**config.mk**
```make
export PLATFORM = sky130hd
export DESIGN_NAME = q15_fixed_point_alu
export DESIGN_NICKNAME = d
export VERILOG_FILES = /design/src/q15alu_pkg.sv /design/src/q15alu_prep.sv /design/src/q15alu_cell.sv /design/src/q15alu_final.sv /design/src/q15_fixed_point_alu.sv
export SDC_FILE = /design/constraint.sdc
export NUM_CORES = 2
export LEC_CHECK = 0
export CORE_UTILIZATION = 55
export CTS_CLUSTER_SIZE = 10
export DETAILED_ROUTE_END_ITERATION = 8
export DONT_BUFFER_PORTS = 1
export GPL_ROUTABILITY_DRIVEN = 0
export PLACE_DENSITY_LB_ADDON = 0.05
export SLEW_MARGIN = 20
export SYNTH_ARGS = -nofsm -noshare
export SYNTH_HDL_FRONTEND = slang
export SYNTH_SLANG_ARGS = --single-unit
export TNS_END_PERCENT = 20
```
**constraint.sdc**
```tcl
create_clock -name clk -period 6 [get_ports clk]
set_input_delay 0 -clock clk [delete_from_list [all_inputs] [get_ports clk]]
set_output_delay 0 -clock clk [all_outputs]
set_load 0.01 [all_outputs]
```
**src/q15alu_pkg.sv**
```systemverilog
package q15alu_pkg;

  // Operation codes carried in the mode field.
  localparam logic [2:0] MODE_ADD = 3'd0;
  localparam logic [2:0] MODE_ADD_SAT = 3'd1;
  localparam logic [2:0] MODE_SUB = 3'd2;
  localparam logic [2:0] MODE_MUL = 3'd3;
  localparam logic [2:0] MODE_DIV = 3'd4;
  localparam logic [2:0] MODE_ACC = 3'd5;

  // Q15 format constants.
  localparam int FRAC_BITS = 15;
  localparam logic signed [15:0] Q15_MAX = 16'sh7FFF;
  localparam logic signed [15:0] Q15_MIN = -16'sh8000;
  localparam logic signed [31:0] ROUND_HALF = 32'sd1 <<< (FRAC_BITS - 1);

  // Width of the dividend magnitude, and with it the number of divider cells.
  localparam int DVD_W = 31;
  localparam int CELLS = DVD_W;

  typedef struct packed {
    logic [2:0]         mode;
    logic signed [15:0] operand_a;
    logic signed [15:0] operand_b;
    logic signed [31:0] accumulator_in;
  } in_t;

  typedef struct packed {
    logic signed [31:0] result;
    logic               divide_by_zero;
  } out_t;

  // Everything that travels down the cell chain with one operation.
  typedef struct packed {
    logic [2:0]         mode;
    logic signed [31:0] simple;
    logic signed [31:0] product;
    logic               dbz;
    logic               neg;
    logic [DVD_W-1:0]   dvd;
    logic [15:0]        dsr;
    logic [15:0]        rem;
    logic [15:0]        quo;
  } stage_t;

endpackage

```
**src/q15alu_prep.sv**
```systemverilog
module q15alu_prep (
  input  logic                clk,
  input  logic                rst,
  input  logic                valid_in,
  input  q15alu_pkg::in_t     data_in,
  output logic                valid,
  output q15alu_pkg::stage_t  stage
);

  logic signed [15:0] a;
  logic signed [15:0] b;
  logic signed [16:0] sum17;
  logic signed [16:0] diff17;
  logic signed [31:0] a32;
  logic signed [31:0] a_sh;
  logic signed [16:0] b17;
  logic signed [16:0] half;
  logic signed [31:0] t;
  logic [31:0]        t_abs;
  logic [15:0]        b_abs;
  logic signed [31:0] simple_next;
  q15alu_pkg::stage_t stage_next;

  assign a = data_in.operand_a;
  assign b = data_in.operand_b;

  // Adds, subtract and accumulate are finished here.
  always_comb begin
    sum17  = 17'(a) + 17'(b);
    diff17 = 17'(a) - 17'(b);
    a32    = 32'(a);
    case (data_in.mode)
      q15alu_pkg::MODE_ADD: begin
        simple_next = 32'($signed(sum17[15:0]));
      end
      q15alu_pkg::MODE_ADD_SAT: begin
        if (sum17[16] != sum17[15]) begin
          simple_next = sum17[16] ? 32'(q15alu_pkg::Q15_MIN) : 32'(q15alu_pkg::Q15_MAX);
        end else begin
          simple_next = 32'($signed(sum17[15:0]));
        end
      end
      q15alu_pkg::MODE_SUB: begin
        simple_next = 32'($signed(diff17[15:0]));
      end
      q15alu_pkg::MODE_ACC: begin
        simple_next = data_in.accumulator_in + a32;
      end
      default: begin
        simple_next = '0;
      end
    endcase
  end

  // Divide setup: rounded dividend, then magnitudes and quotient sign.
  always_comb begin
    a_sh  = a32 <<< q15alu_pkg::FRAC_BITS;
    b17   = 17'(b) + 17'({16'd0, b[15] & b[0]});
    half  = b17 >>> 1;
    if (a[15] == b[15]) begin
      t = a_sh + 32'(half);
    end else begin
      t = a_sh - 32'(half);
    end
    t_abs = t[31] ? 32'(-t) : 32'(t);
    b_abs = b[15] ? 16'(-b) : 16'(b);
  end

  always_comb begin
    stage_next.mode    = data_in.mode;
    stage_next.simple  = simple_next;
    stage_next.product = 32'(a) * 32'(b);
    stage_next.dbz     = (data_in.mode == q15alu_pkg::MODE_DIV) && (b == 16'sd0);
    stage_next.neg     = t[31] ^ b[15];
    stage_next.dvd     = t_abs[q15alu_pkg::DVD_W-1:0];
    stage_next.dsr     = b_abs;
    stage_next.rem     = '0;
    stage_next.quo     = '0;
  end

  always_ff @(posedge clk) begin
    if (rst) begin
      valid <= 1'b0;
    end else begin
      valid <= valid_in;
    end
  end

  always_ff @(posedge clk) begin
    stage <= stage_next;
  end

endmodule

```
**src/q15alu_cell.sv**
```systemverilog
module q15alu_cell (
  input  logic                clk,
  input  logic                rst,
  input  logic                valid_in,
  input  q15alu_pkg::stage_t  stage_in,
  output logic                valid,
  output q15alu_pkg::stage_t  stage
);

  logic [16:0]        rem_sh;
  logic [17:0]        diff;
  q15alu_pkg::stage_t stage_next;

  // One restoring division step: bring down a dividend bit, try the subtract.
  always_comb begin
    rem_sh     = {stage_in.rem, stage_in.dvd[q15alu_pkg::DVD_W-1]};
    diff       = {1'b0, rem_sh} - {2'b00, stage_in.dsr};
    stage_next = stage_in;
    stage_next.dvd = {stage_in.dvd[q15alu_pkg::DVD_W-2:0], 1'b0};
    if (!diff[17]) begin
      stage_next.rem = diff[15:0];
      stage_next.quo = {stage_in.quo[14:0], 1'b1};
    end else begin
      stage_next.rem = rem_sh[15:0];
      stage_next.quo = {stage_in.quo[14:0], 1'b0};
    end
  end

  always_ff @(posedge clk) begin
    if (rst) begin
      valid <= 1'b0;
    end else begin
      valid <= valid_in;
    end
  end

  always_ff @(posedge clk) begin
    stage <= stage_next;
  end

endmodule

```
**src/q15alu_final.sv**
```systemverilog
module q15alu_final (
  input  logic                clk,
  input  logic                rst,
  input  logic                valid_in,
  input  q15alu_pkg::stage_t  stage_in,
  output logic                valid,
  output q15alu_pkg::out_t    data
);

  logic signed [31:0] p_round;
  logic signed [16:0] p_shift;
  logic signed [15:0] p_sat;
  logic [15:0]        q_signed;
  q15alu_pkg::out_t   data_next;

  // Multiply: round half up, drop the fraction bits, saturate.
  always_comb begin
    p_round = stage_in.product + q15alu_pkg::ROUND_HALF;
    p_shift = 17'(p_round >>> q15alu_pkg::FRAC_BITS);
    if (p_shift > 17'(q15alu_pkg::Q15_MAX)) begin
      p_sat = q15alu_pkg::Q15_MAX;
    end else if (p_shift < 17'(q15alu_pkg::Q15_MIN)) begin
      p_sat = q15alu_pkg::Q15_MIN;
    end else begin
      p_sat = p_shift[15:0];
    end
    q_signed = stage_in.neg ? 16'(-stage_in.quo) : stage_in.quo;
  end

  // Pick the result for the operation.
  always_comb begin
    data_next.divide_by_zero = stage_in.dbz;
    case (stage_in.mode)
      q15alu_pkg::MODE_MUL: begin
        data_next.result = 32'(p_sat);
      end
      q15alu_pkg::MODE_DIV: begin
        data_next.result = stage_in.dbz ? 32'sd0 : 32'($signed(q_signed));
      end
      default: begin
        data_next.result = stage_in.simple;
      end
    endcase
  end

  always_ff @(posedge clk) begin
    if (rst) begin
      valid <= 1'b0;
    end else begin
      valid <= valid_in;
    end
  end

  always_ff @(posedge clk) begin
    data <= data_next;
  end

endmodule

```
**src/q15_fixed_point_alu.sv**
```systemverilog
// Q15 arithmetic unit: wrapping add, saturating add, subtract, rounded and
// saturated multiply, rounded divide and Q17.15 accumulate. One operation is
// taken in every clock cycle; busy never rises, since the result path cannot
// be stalled and every operation walks the same fixed-length pipeline. Each
// result appears for one cycle, with strobe high, after it has passed through
// one setup stage, 31 restoring divider cells (one quotient bit per cell, the
// other operations riding along), and one output stage. Results leave in the
// order that operations entered, and the receiver must take each transfer
// in the cycle that strobe marks it.
module q15_fixed_point_alu (
  input  logic              clk,
  input  logic              rst,
  input  logic              start,
  output logic              busy,
  input  q15alu_pkg::in_t   operands,
  output logic              strobe,
  output q15alu_pkg::out_t  answer
);

  logic               chain_valid [q15alu_pkg::CELLS+1];
  q15alu_pkg::stage_t chain_stage [q15alu_pkg::CELLS+1];

  assign busy = 1'b0;

  // Operand setup and the non-divide operations.
  q15alu_prep u_prep (
    .clk      (clk),
    .rst      (rst),
    .valid_in (start),
    .data_in  (operands),
    .valid    (chain_valid[0]),
    .stage    (chain_stage[0])
  );

  // Row of divider cells, one quotient bit each.
  for (genvar i = 0; i < q15alu_pkg::CELLS; i++) begin : g_cell
    q15alu_cell u_cell (
      .clk      (clk),
      .rst      (rst),
      .valid_in (chain_valid[i]),
      .stage_in (chain_stage[i]),
      .valid    (chain_valid[i+1]),
      .stage    (chain_stage[i+1])
    );
  end

  // Multiply rounding, quotient sign and result selection.
  q15alu_final u_final (
    .clk      (clk),
    .rst      (rst),
    .valid_in (chain_valid[q15alu_pkg::CELLS]),
    .stage_in (chain_stage[q15alu_pkg::CELLS]),
    .valid    (strobe),
    .data     (answer)
  );

endmodule
```
# Word level (Yosys, flattened, before mapping)
# Cells that the tools add are included.
# op_classes
add_sub_neg,41
mul,1
magnitude_cmp,2
eq_ne,8
muxes,42
n_bitwise,2
reduce_logical,3
# ops
operator,n
32-bit 2-to-1 mux,33
17-bit by 16-bit subtractor with 18-bit output,30
32-bit case mux with 4 select lines,1
32-bit case mux with 2 select lines,1
16-bit 2-to-1 mux,3
31-bit by 16-bit adder with 32-bit output,1
32-bit by 16-bit adder with 32-bit output,1
"32-bit by 16-bit adder with 32-bit output, second input constant",1
16-bit by 16-bit multiplier with 32-bit output,1
16-bit negation,2
31-bit by 16-bit subtractor with 32-bit output,1
31-bit 2-to-1 mux,1
31-bit negation,1
16-bit by 16-bit adder with 17-bit output,1
16-bit by 2-bit adder with 17-bit output,1
"17-bit by 16-bit > comparator with 1-bit output, second input constant",1
"17-bit by 16-bit less-than comparator with 1-bit output, second input constant",1
17-bit 2-to-1 mux,1
1-bit by 16-bit subtractor with 17-bit output,1
16-bit logical NOT,1
16-bit subtractor,1
15-bit 2-to-1 mux,1
"3-bit == test, second input constant",3
"3-bit by 2-bit == test with 1-bit output, second input constant",2
other kinds (8),8
# word_totals
ff_bits,4212
input_bits,70
output_inout_bits,35
word_cells,419

# Longest topological paths before layout
# logic_depth
word_depth,6
mapped_depth,28
mapped_depth_nobuf,25

# Hierarchy
# Synthesis repeated with hierarchy kept, for this count alone.
# unflattened
cells_unflattened,11565
area_unflattened_um2,147526.5
# modules_own_cells
mod,instances,cells_each,area_each_um2,seq_area_each_um2
q15alu_cell at g_cell[14].u_cell ...,16,276,3988.8,2962.8
q15alu_cell at g_cell[0].u_cell ...,15,312,4169.0,2962.8
q15alu_prep,1,2256,19268.5,2342.2
q15alu_final,1,211,1890.6,680.7
q15_fixed_point_alu,1,2,11.3,0.0

# Least setup slack after synthesis
# Ideal clock, no wire load.
# synth_path
path_kind,input-to-reg
startpoint,in operands[37] (netlist name)
endpoint,reg u_prep.stage[112] (netlist name)
setup_ns,0.072
arrival_ns,5.982
t_required_ns,5.928
slack_ns,-0.054
stages,26
path_buffers,3
cell_sequence,buf_4 -> clkbuf_1 -> clkbuf_1 -> and2_1 -> fa_1 -> inv_1 -> fa_1 -> fa_1 -> fa_1 -> inv_1 -> fa_1 -> inv_1 -> fa_1 -> inv_1 -> ha_1 -> a21o_1 -> a21o_1 -> a21oi_1 -> o21ai_0 -> a31o_2 -> nand3_1 -> a21oi_1 -> o31a_1 -> o41a_1 -> a21oi_1 -> xnor2_1
# synth_lines
item,line_no,source
from (decl),q15_fixed_point_alu.sv:15,"input q15alu_pkg::in_t operands,"
to (signal assigned),q15alu_prep.sv:90,stage <= stage_next;
to (decl),q15alu_prep.sv:7,output q15alu_pkg::stage_t stage

==> results.json <==
{
  "numPortBuffers": 0,
  "mostFrequentLayoutCells": "dfxtp_1, inv_1, nor2_1",
  "rows": 165,
  "yosys_warnings": 0,
  "leakage_nw": 56.98,
  "syn_inst": 9753,
  "combPwrFrac_pct": 32.4,
  "hp-class": "in2reg",
  "timing.slew.headroom_pct": 25.44,
  "final_max_slew_viol_count": 0,
  "grt_pass1_vias": 66670,
  "fin_util_pct": 62.98,
  "yosys_register_bits": 3434,
  "dpl_cell_area_sq_um": 115400,
  "fillCellCount": 15770,
  "tightest_slew_ps": 1118,
  "r2r_setup_slack_ps": 1750,
  "critPathCaptureType": "flop",
  "dieHeight_um": 454.0,
  "power_density_nw_per_um2": 610.4,
  "avgSynthCellArea_sq_um": 11.52,
  "final_common_cell": "dfxtp_1",
  "numCtsBuffers": 399,
  "vias": 65100,
  "drt_wl_total_mm": 204.5,
  "setup_viol": 0,
  "antenna_left": 0,
  "detail_route.iter0.violations": 3218,
  "use_met2_pct": 34.99,
  "grt_use_met3_pct": 4.436,
  "min_period_over_period_pct": 96.73,
  "die_area_sq_um": 206100,
  "clockRootBuffer": "clkbuf_16",
  "rsz0062_at_grt": "false",
  "viasPerCell": 5.033,
  "ir_worst_vdd_uv": 1487,
  "wl_per_cell_um": 15.81,
  "grt_pass1_wl_mm": 329.3,
  "hold_viol_final": 0,
  "grt_antenna_before_repair": 20,
  "multiInputGateArea_sq_um": 38580,
  "swShare_pct": 30.86,
  "path_class": "in2reg",
  "synth-edff-count": 0,
  "grt_max_degree": 56,
  "synth.distinct_cells": 85,
  "postLayoutCellArea_sq_um": 127600,
  "core-area_sq_um": 202500,
  "io_pins": 105,
  "start_kind": "input pin",
  "critPathMaxFanout": 17,
  "pwr-share-clk_pct": 25.7,
  "clk_pin_slew_ps": 50,
  "p_int_mw": 53.84,
  "drive_above_1_share_pct": 7.432,
  "finalSetupTns_ps": 0,
  "grt.overflow.total": 0,
  "htreeDepth": 5,
  "use_met1_pct": 22.15,
  "status": "finished clean",
  "clock_sinks": 3434,
  "synth_flop_cell": "dfxtp_1",
  "min_delay_path_depth": 6,
  "worstRegToRegCells": 14,
  "p_switching_mw": 24.02,
  "drc_errors": 0,
  "worstPathRequired_ps": 6750,
  "maxCapViolCount": 0,
  "finalClockSkew_ps": 103.3,
  "insertion_delay_ps": 940,
  "hpwl_mm": 147.8,
  "initial_core_util_pct": 55.47,
  "arrival_ps": 6560,
  "async_flop_share_pct": 0,
  "drt_pass1_iterations": 7,
  "max_freq_mhz": 172.3,
  "grt.busiest_layer": "met2",
  "grt_util_all_layers_pct": 19.89,
  "ys_seq_area_share_pct": 61.19,
  "nets": 11220,
  "tritoncts": "done",
  "min_period_ps": 5804,
  "layout.cells.non_filler": 12930,
  "dp_cells": 12310,
  "syn_area_sq_um": 112300,
  "place_worst_setup_slack_ps": 130.4,
  "p_seq_share_pct": 42.0,
  "synthToLayoutAreaGrowth_pct": 13.54,
  "cts_max_path_buffers": 4,
  "die_width_um": 454.0,
  "setup_ws_ps": 196.0,
  "final-seq-area_sq_um": 68750
}
-- cell usage after synthesis, types with 72 or more instances --
library cell | instances | area, sq um
nand2b_1 | 81 | 506.7
fa_1 | 294 | 5886
nand3_1 | 116 | 580.6
nand2_1 | 422 | 1584
a21o_1 | 75 | 563.0
nor2b_1 | 138 | 863.3
ha_1 | 663 | 8295
nor2_1 | 670 | 2515
mux2_2 | 209 | 2354
clkbuf_1 | 135 | 506.7
dfxtp_1 | 3434 | 68750
xnor2_1 | 271 | 2374
xor2_1 | 72 | 630.6
and2_1 | 106 | 663.1
o21ai_0 | 439 | 2197
nor3_1 | 159 | 795.8
a21oi_1 | 379 | 1897
inv_1 | 1186 | 4452
a21boi_0 | 138 | 1036
-- state kept, by name, indices dropped and copies added, names as in the netlist --
signal and count:
g_cell.u_cell.stage 3266, u_prep.stage 102, u_final.data 33, g_cell.u_cell.valid 31, u_final.valid 1, u_prep.valid 1
-- per-layer routing --
layer	vias up	part of all wire [%]	wire length, um
li1	32590	-	-
met1	30650	40	82580
met2	1321	49	101200
met3	545	5.0	10320
met4	2	5.1	10460
met5	-	0.0054	11
-- worst paths after layout --
path                                start                            to
max reg2reg   g_cell[13].u_cell.stage[33]   g_cell[14].u_cell.stage[21]
min reg2reg  g_cell[24].u_cell.stage[132]  g_cell[25].u_cell.stage[132]
max                          operands[32]              u_prep.stage[63]
min                          operands[45]             u_prep.stage[127]
-- cells by family (layout without fill, tap and decap cells) --
| logic type | count (synthesis) | after routing | synth area share (%) |
|---|---|---|---|
| other | 1 | 30 | 0.003338 |
| XOR/XNOR | 345 | 345 | 2.703 |
| multiplexers | 250 | 250 | 2.460 |
| adder cells (fa/ha/maj) | 957 | 957 | 12.62 |
| flip-flops | 3434 | 3434 | 61.19 |
| AND/OR/NAND/NOR | 1945 | 1945 | 8.209 |
| buffers and inverters | 1351 | 1831 | 4.537 |
| AO/OA/AOI/OAI | 1470 | 1470 | 8.273 |
-- stage by stage --
stage / power [mW] / hold WS, ps
after global placement: 57.18 / 28.72
after global routing: 83.50 / 85.95
after CTS: 78.71 / 9.198
final: 77.86 / 104.8
after detailed placement: 58.02 / 28.54
after floorplan: 51.47 / 27.72
-- power groups by stage --
stage                     Combinational [mW]  Clock [mW]  Sequential (mW)
after floorplan                         19.4           0             32.1
after global placement                  24.1           0             33.0
after detailed placement                24.8           0             33.2
after CTS                               25.3        20.6             32.8
after global routing                    28.5        21.6             33.4
final                                   25.2        20.0             32.7
-- worst max-delay path, stage by stage --
cell,delay [ps]
dlygate4sd3_1,860
inv_1,210
nor2_1,140
ha_1,280
nand4_2,250
or4_1,510
and2_1,230
buf_4,220
ha_1,530
inv_1,140
o21ai_0,140
a21o_1,250
a21oi_1,130
o21ai_0,290
a31oi_1,170
or4_1,430
a31oi_1,280
o21ai_0,160
o211ai_1,110
dlygate4sd3_1,560
buf_4,260
o21ai_0,170
xnor2_1,160
-- area by class of cell --
type,instances,area share [%]
diodes,22,0.04316
clock buffers,433,8.032
clock inverters,18,0.2354
inverters,1192,3.508
multi-input cells,4975,30.25
flip-flops and latches,3434,53.90
well taps,2672,2.621
repair buffers,188,1.418
-- timing repair --
action / CTS / global route
endpoints found under the setup margin: 0 / 4
hold endpoints to repair: 118 / 32
hold buffers: 153 / 1
gates resized for setup: 0 / 4
buffers inserted: 0 / 0
Power figures use the tool's default switching activity.
